--- src/hw/rtl/bfm_mod.sv ---
// ----------------------------------------------------------------------------
// bfm_mod
// Restoring remainder unit: 32-bit dividend modulo a narrow divisor,
// one quotient bit per cycle.
// ----------------------------------------------------------------------------
module bfm_mod #(
    parameter int MW = 17
) (
    input  logic          i_clk,
    input  logic          i_rst_n,
    input  logic          i_start,
    input  logic [31:0]   i_num,
    input  logic [MW-1:0] i_den,
    output logic          o_done,
    output logic [MW-1:0] o_rem
);

    logic          r_busy;
    logic [4:0]    r_cnt;
    logic [31:0]   r_num;
    logic [MW-1:0] r_rem;
    logic          r_done;
    logic [MW:0]   trial;
    logic [MW:0]   diff;

    // shift in the next dividend bit and subtract when it fits
    assign trial = {r_rem, r_num[31]};
    assign diff  = trial - {1'b0, i_den};

    always_ff @(posedge i_clk) begin
        if (!i_rst_n) begin
            r_busy <= 1'b0;
            r_cnt  <= '0;
            r_done <= 1'b0;
        end else begin
            r_done <= 1'b0;
            if (i_start) begin
                r_busy <= 1'b1;
                r_cnt  <= '0;
                r_num  <= i_num;
                r_rem  <= '0;
            end else if (r_busy) begin
                r_num <= {r_num[30:0], 1'b0};
                if (trial >= {1'b0, i_den}) begin
                    r_rem <= diff[MW-1:0];
                end else begin
                    r_rem <= trial[MW-1:0];
                end
                r_cnt <= r_cnt + 5'd1;
                if (r_cnt == 5'd31) begin
                    r_busy <= 1'b0;
                    r_done <= 1'b1;
                end
            end
        end
    end

    assign o_done = r_done;
    assign o_rem  = r_rem;

endmodule

--- config.mk ---
export PLATFORM = sky130hd
export DESIGN_NAME = bfm_mod
export DESIGN_NICKNAME = d
export VERILOG_FILES = /design/src/hw/rtl/bfm_mod.sv
export SDC_FILE = /design/constraint.sdc
export NUM_CORES = 1
export LEC_CHECK = 0
export BUFFER_PORTS_ARGS = -buffer_cell sky130_fd_sc_hd__buf_2
export CELL_PAD_IN_SITES_DETAIL_PLACEMENT = 2
export CELL_PAD_IN_SITES_GLOBAL_PLACEMENT = 2
export CORE_MARGIN = 2
export CORE_UTILIZATION = 39
export CTS_CLUSTER_DIAMETER = 120
export CTS_CLUSTER_SIZE = 8
export DETAILED_ROUTE_END_ITERATION = 6
export PLACE_DENSITY_LB_ADDON = 0.1
export SETUP_SLACK_MARGIN = 0.1
export SLEW_MARGIN = 40
export SYNTH_ARGS = -nofsm -noshare
export SYNTH_HDL_FRONTEND = slang
export SYNTH_SLANG_ARGS = --single-unit
--- constraint.sdc ---
create_clock -name i_clk -period 7.4 [get_ports i_clk]
set_input_delay 1.11 -clock i_clk [delete_from_list [all_inputs] [get_ports i_clk]]
set_output_delay 1.11 -clock i_clk [all_outputs]
set_load 0.02 [all_outputs]
# Yosys cells after proc, flatten, opt, wreduce, memory -nomap -nowiden
# Cells that the tools add are included.
dict set report word_totals {
  ff_bits 56
  inputBits 52
}
dict set report op_classes {
  add_sub_neg 2
  order_cmp 1
  eq_ne 1
  mux 8
  bitwise_logic 2
  n_reduce_logical 4
}
# cell count
set op_table {}
lappend op_table {{$mux 32} 2}
lappend op_table {{$mux 17} 2}
lappend op_table {{$ge 18x17->1} 1}
lappend op_table {{$sub 17x17->17} 1}
lappend op_table {{$add 5x1->5 const B} 1}
lappend op_table {{$eq 5x5->1 const B} 1}
lappend op_table {{$mux 1} 4}
lappend op_table {{$reduce_or 3->1} 1}
lappend op_table {{$not 1->1} 2}
lappend op_table {{$reduce_and 2->1} 1}
lappend op_table {{$reduce_bool 2->1} 1}
lappend op_table {{$reduce_or 2->1} 1}

# Logic depth before layout (Yosys ltp)
dict set report logic_depth {
  depth_word 4
  ltp_mapped 11
  mapped_depth_nobuf 10
}

# Least setup slack after synthesis
# OpenSTA, ideal clock, no wires.
dict set report synth_path {
  kind {input to register}
  start {input port i_den[0]}
  end {register r_rem[1] (netlist: o_rem[1]), data pin}
  setup_time_ps 266
  arrival_time_ps 2901
  setup_slack_ps 4233
  stages 10
  path_cell_list {ha_1 -> inv_1 -> fa_1 -> a21o_1 -> a221oi_4 -> a211o_4 -> nand3_4 -> buf_12 -> mux2i_1 -> nor2_1}
}
dict set report synth_between {
  elab_chain_len 3
  elab_cells_between_ends 4
  classes_between {add/sub: 1; order compare: 1; mux: 2}
}
# item line
set synth_rtl {}
lappend synth_rtl {{start: declaration} 13} ;# input logic [MW-1:0] i_den,
lappend synth_rtl {{$sub 17x17->17 or $ge 18x17->1 (tied branches)} {28, 44}}
lappend synth_rtl {{$mux 17 *} 44} ;# if (trial >= {1'b0, i_den}) begin
lappend synth_rtl {{$mux 17 *} 42} ;# end else if (r_busy) begin
lappend synth_rtl {{end signal: assignment} 45} ;# r_rem <= diff[MW-1:0];
lappend synth_rtl {{end signal: assignment} 47} ;# r_rem <= trial[MW-1:0];
lappend synth_rtl {{end: declaration} 21} ;# logic [MW-1:0] r_rem;
# Mark *: on every way between the ends. The rest lies on a longest branch, timed or not. The select of a mux whose other input is x is not followed.
# A chain may end at the register's enable or synchronous reset.

# Final worst setup path
dict set report layout_path {
  start {input port i_den[15]}
  end {register r_rem[15] (netlist: o_rem[15]), data pin}
}
# The elaborated chain is that of the path after synthesis.

==> results by group <==
STA
  – Setup violators final: 0
  – Slew HR: between 50% and 60%
  – Final period util: a little under half
  – Setup total negative slack: 0 ps
  – Final-report max-slew violation count: 0
  – Final Hold Vio Count: 0
  – Clock Skew: ~2.1 ps
  – Maximum clock frequency: approximately 300 MHz
  – Minimum clock period: between 3000 and 4000 ps
  – Worst-Margin Slew: approximately 700 ps
  – RSZ-0062 raised after global routing: false

Clocking
  – Clk pin slew, worst setup/hold paths: approximately 110 ps
  – H-tree levels: 2
  – CTS resizes: 0
  – Clk_lat worst skew: approximately 310 ps
  – CTS Sinks: 56
  – Root buffer cell: clkbuf_8
  – Post-CTS Setup Bufs: 0
  – Hold bufs inserted after CTS: 0
  – Deepest clock path buffer count: 2
  – CTS tree: built
  – Num CTS Buffers: 5

Pwr
  – Combinational share of power: 28.0%
  – P_sw: approximately 260 uW
  – Flop pwr share: 49.1%
  – VDD IR max: approximately 0.089 mV
  – Pint: 532 uW
  – Power per cell area: around 200 mW/mm^2
  – Clock power frac: 22.9%
  – Switching Fraction: between 30 and 40%
  – Leak: 0.00167 uW
  – Total chip power: 789 uW

Die
  – Cell Rows: 34
  – Chip Height: roughly 98 um
  – Die ar.: about 0.0096 mm^2
  – Ports: 70
  – Core Area: 0.00864 mm^2
  – Die X: slightly below 100 um
  – Starting Density: approximately two fifths

Yosys
  – Post-Syn Nets: around 370
  – Synth Flop Type: edfxtp_1
  – Avg Inst Size Synth: between 10 and 15 um^2
  – Distinct cell type count after synthesis: 50
  – Synth warnings: 0
  – Post-synth top cells: edfxtp_1, mux2_1, inv_1
  – Synthesized instance count: 299
  – Most instantiated library cell after synthesis: edfxtp_1
  – Post-synth top area share: a little over two fifths
  – Synth area leaders: edfxtp_1, mux2_1, ha_1
  – Ys async rst share: 0%
  – #FFs+latches synth: 56
  – Area leader, netlist: edfxtp_1
  – Synthesized area: 0.00343 mm^2
  – Sequential area share after synthesis: between 40% and 50%
  – Number of enable flip-flop cells after synthesis: slightly below 50

GRT
  – Initial antenna violation count: 0
  – First-pass GRT wire length: about 14000 um
  – Vias in the first global route: approximately 2800
  – Largest net degree at the start of global routing: between 50 and 60
  – All-Layer GR Usage: between 10% and 20%
  – Remaining Overflow, GRT: 0

Route
  – DR iter-0 viols: 62
  – Final WL: between 8000 and 9000 um
  – Routed len/inst: between 15 and 20 um
  – Routed vias/inst: 5.42
  – DRC: 0
  – Routed via count: 2556
  – Pre-antenna DRT Iters: 4
  – Routed Antenna Nets: 0

Job
  – Number of max-cap violations: 0

Layout
  – Nets: 435
  – # diodes: 0
  – Share of cells above drive strength 1: approximately a quarter
  – Area growth syn-to-layout: 14.7%

Setup path
  – CP arrival: around 3500 ps
  – Reg2reg path depth: 10
  – R2r startpoint: r_num[31]$_DFFE_PP_
  – Critical path launch point type: input port
  – Crit end category: register
  – Worst R2R Setup Slack: around 4400 ps
  – CP max FO: 23
  – Critical path class: in2reg
  – Data required, critical path: ~7600 ps
  – Reg2reg end: o_rem[15]$_SDFFCE_PP0P_

Min path
  – Destination of the worst hold path: r_cnt[3]$_SDFFE_PP0P_
  – Worst hold path startpoint: r_cnt[3]$_SDFFE_PP0P_
  – Class of the tightest hold or removal check: reg2reg
  – Cell count of the worst hold path: 2

Placed design
  – Global placer's final weighted congestion: 0.735
  – # port buffers: 69
  – DP HPWL: 6430 um

Run status
  – Status: finished clean
-- per-stage QoR --
stage          worst slack (ps)  std cells  hold slack (ps)  util [%]  area [um^2]
5_1_grt                    3830        472              558      45.6         3940
6_report                   4020        472              522      45.6         3940
4_1_cts                    4010        472              527      45.6         3940
3_5_place_dp               3690        464              496      44.5         3850
2_1_floorplan              4230        299              467         -         3430
3_3_place_gp               3760        464              483      44.5         3850
-- final cells by class --
class / instances / area, um^2
Fill cell: 936 / 4700
Sequential cell: 56 / 1610
Clock inverter: 3 / 22.5
Clock buffer: 5 / 68.8
Timing Repair Buffer: 71 / 360
Multi-Input combinational cell: 207 / 1660
Tap cell: 108 / 135
Inverter: 22 / 82.6
-- sequential cells by signal (all words and copies together) (netlist names) --
register	cells
o_done	1
o_rem	17
r_busy	1
r_num	32
r_cnt	5
-- cells by family after synthesis --
logic type / after synthesis / synth area share (%)
xor gates and xnor gates: 12 / 3.06
and+or+nand+nor: 69 / 10.8
DFF: 56 / 47.0
buffers and inverters: 36 / 4.81
muxes: 43 / 13.7
adders and majority gates: 20 / 7.51
AOI/OAI and AO/OA: 63 / 13.2
-- worst max path at each step --
stage / start / end
floorplan: i_den[0] / o_rem[1]$_SDFFCE_PP0P_
finish: i_den[15] / o_rem[15]$_SDFFCE_PP0P_
global route: i_den[15] / o_rem[15]$_SDFFCE_PP0P_
CTS: i_den[15] / o_rem[15]$_SDFFCE_PP0P_
detailed placement: i_den[0] / o_rem[15]$_SDFFCE_PP0P_
global placement: i_den[0] / o_rem[15]$_SDFFCE_PP0P_
-- worst max-delay path: stages --
cell      delay [ps]
buf_2             80
inv_1             30
ha_1             380
a21o_1           230
a211oi_1         630
nand3_4          490
or3b_1           500
o31ai_1           70
-- layout by cell type, fill, tap and decap left out, drive strengths merged, types with 4 or more instances in the layout --
cell type / count
a211oi: 6
a21o: 7
a21oi: 15
a31oi: 6
and3: 5
buf: 71
clkbuf: 5
dfxtp: 7
edfxtp: 49
ha: 19
inv: 23
mux2: 32
mux2i: 11
nand2: 14
nand4: 7
nor2: 21
nor3: 4
o21a: 4
o21ai: 13
or3: 4
xnor2: 5
xor2: 7
-- routing by layer --
| layer | up-vias | global-route usage [%] | wire length [um] |
|---|---|---|---|
| li1 | 1231 | - | - |
| met1 | 1272 | 22.3 | 3600 |
| met2 | 49 | 33.7 | 4530 |
| met3 | 4 | 3.22 | 352 |
| met4 | 0 | 3.63 | 50 |
| met5 | - | 0 | 0 |
-- power groups by stage --
| stage | clock (uW) | combinational [uW] | sequential [uW] |
|---|---|---|---|
| 6_report | 181 | 221 | 387 |
| 5_1_grt | 196 | 246 | 390 |
| 4_1_cts | 189 | 224 | 388 |
| 3_5_place_dp | 0 | 222 | 395 |
| 3_3_place_gp | 0 | 213 | 394 |
| 2_1_floorplan | 0 | 153 | 401 |
Power figures use the tool's default switching activity.
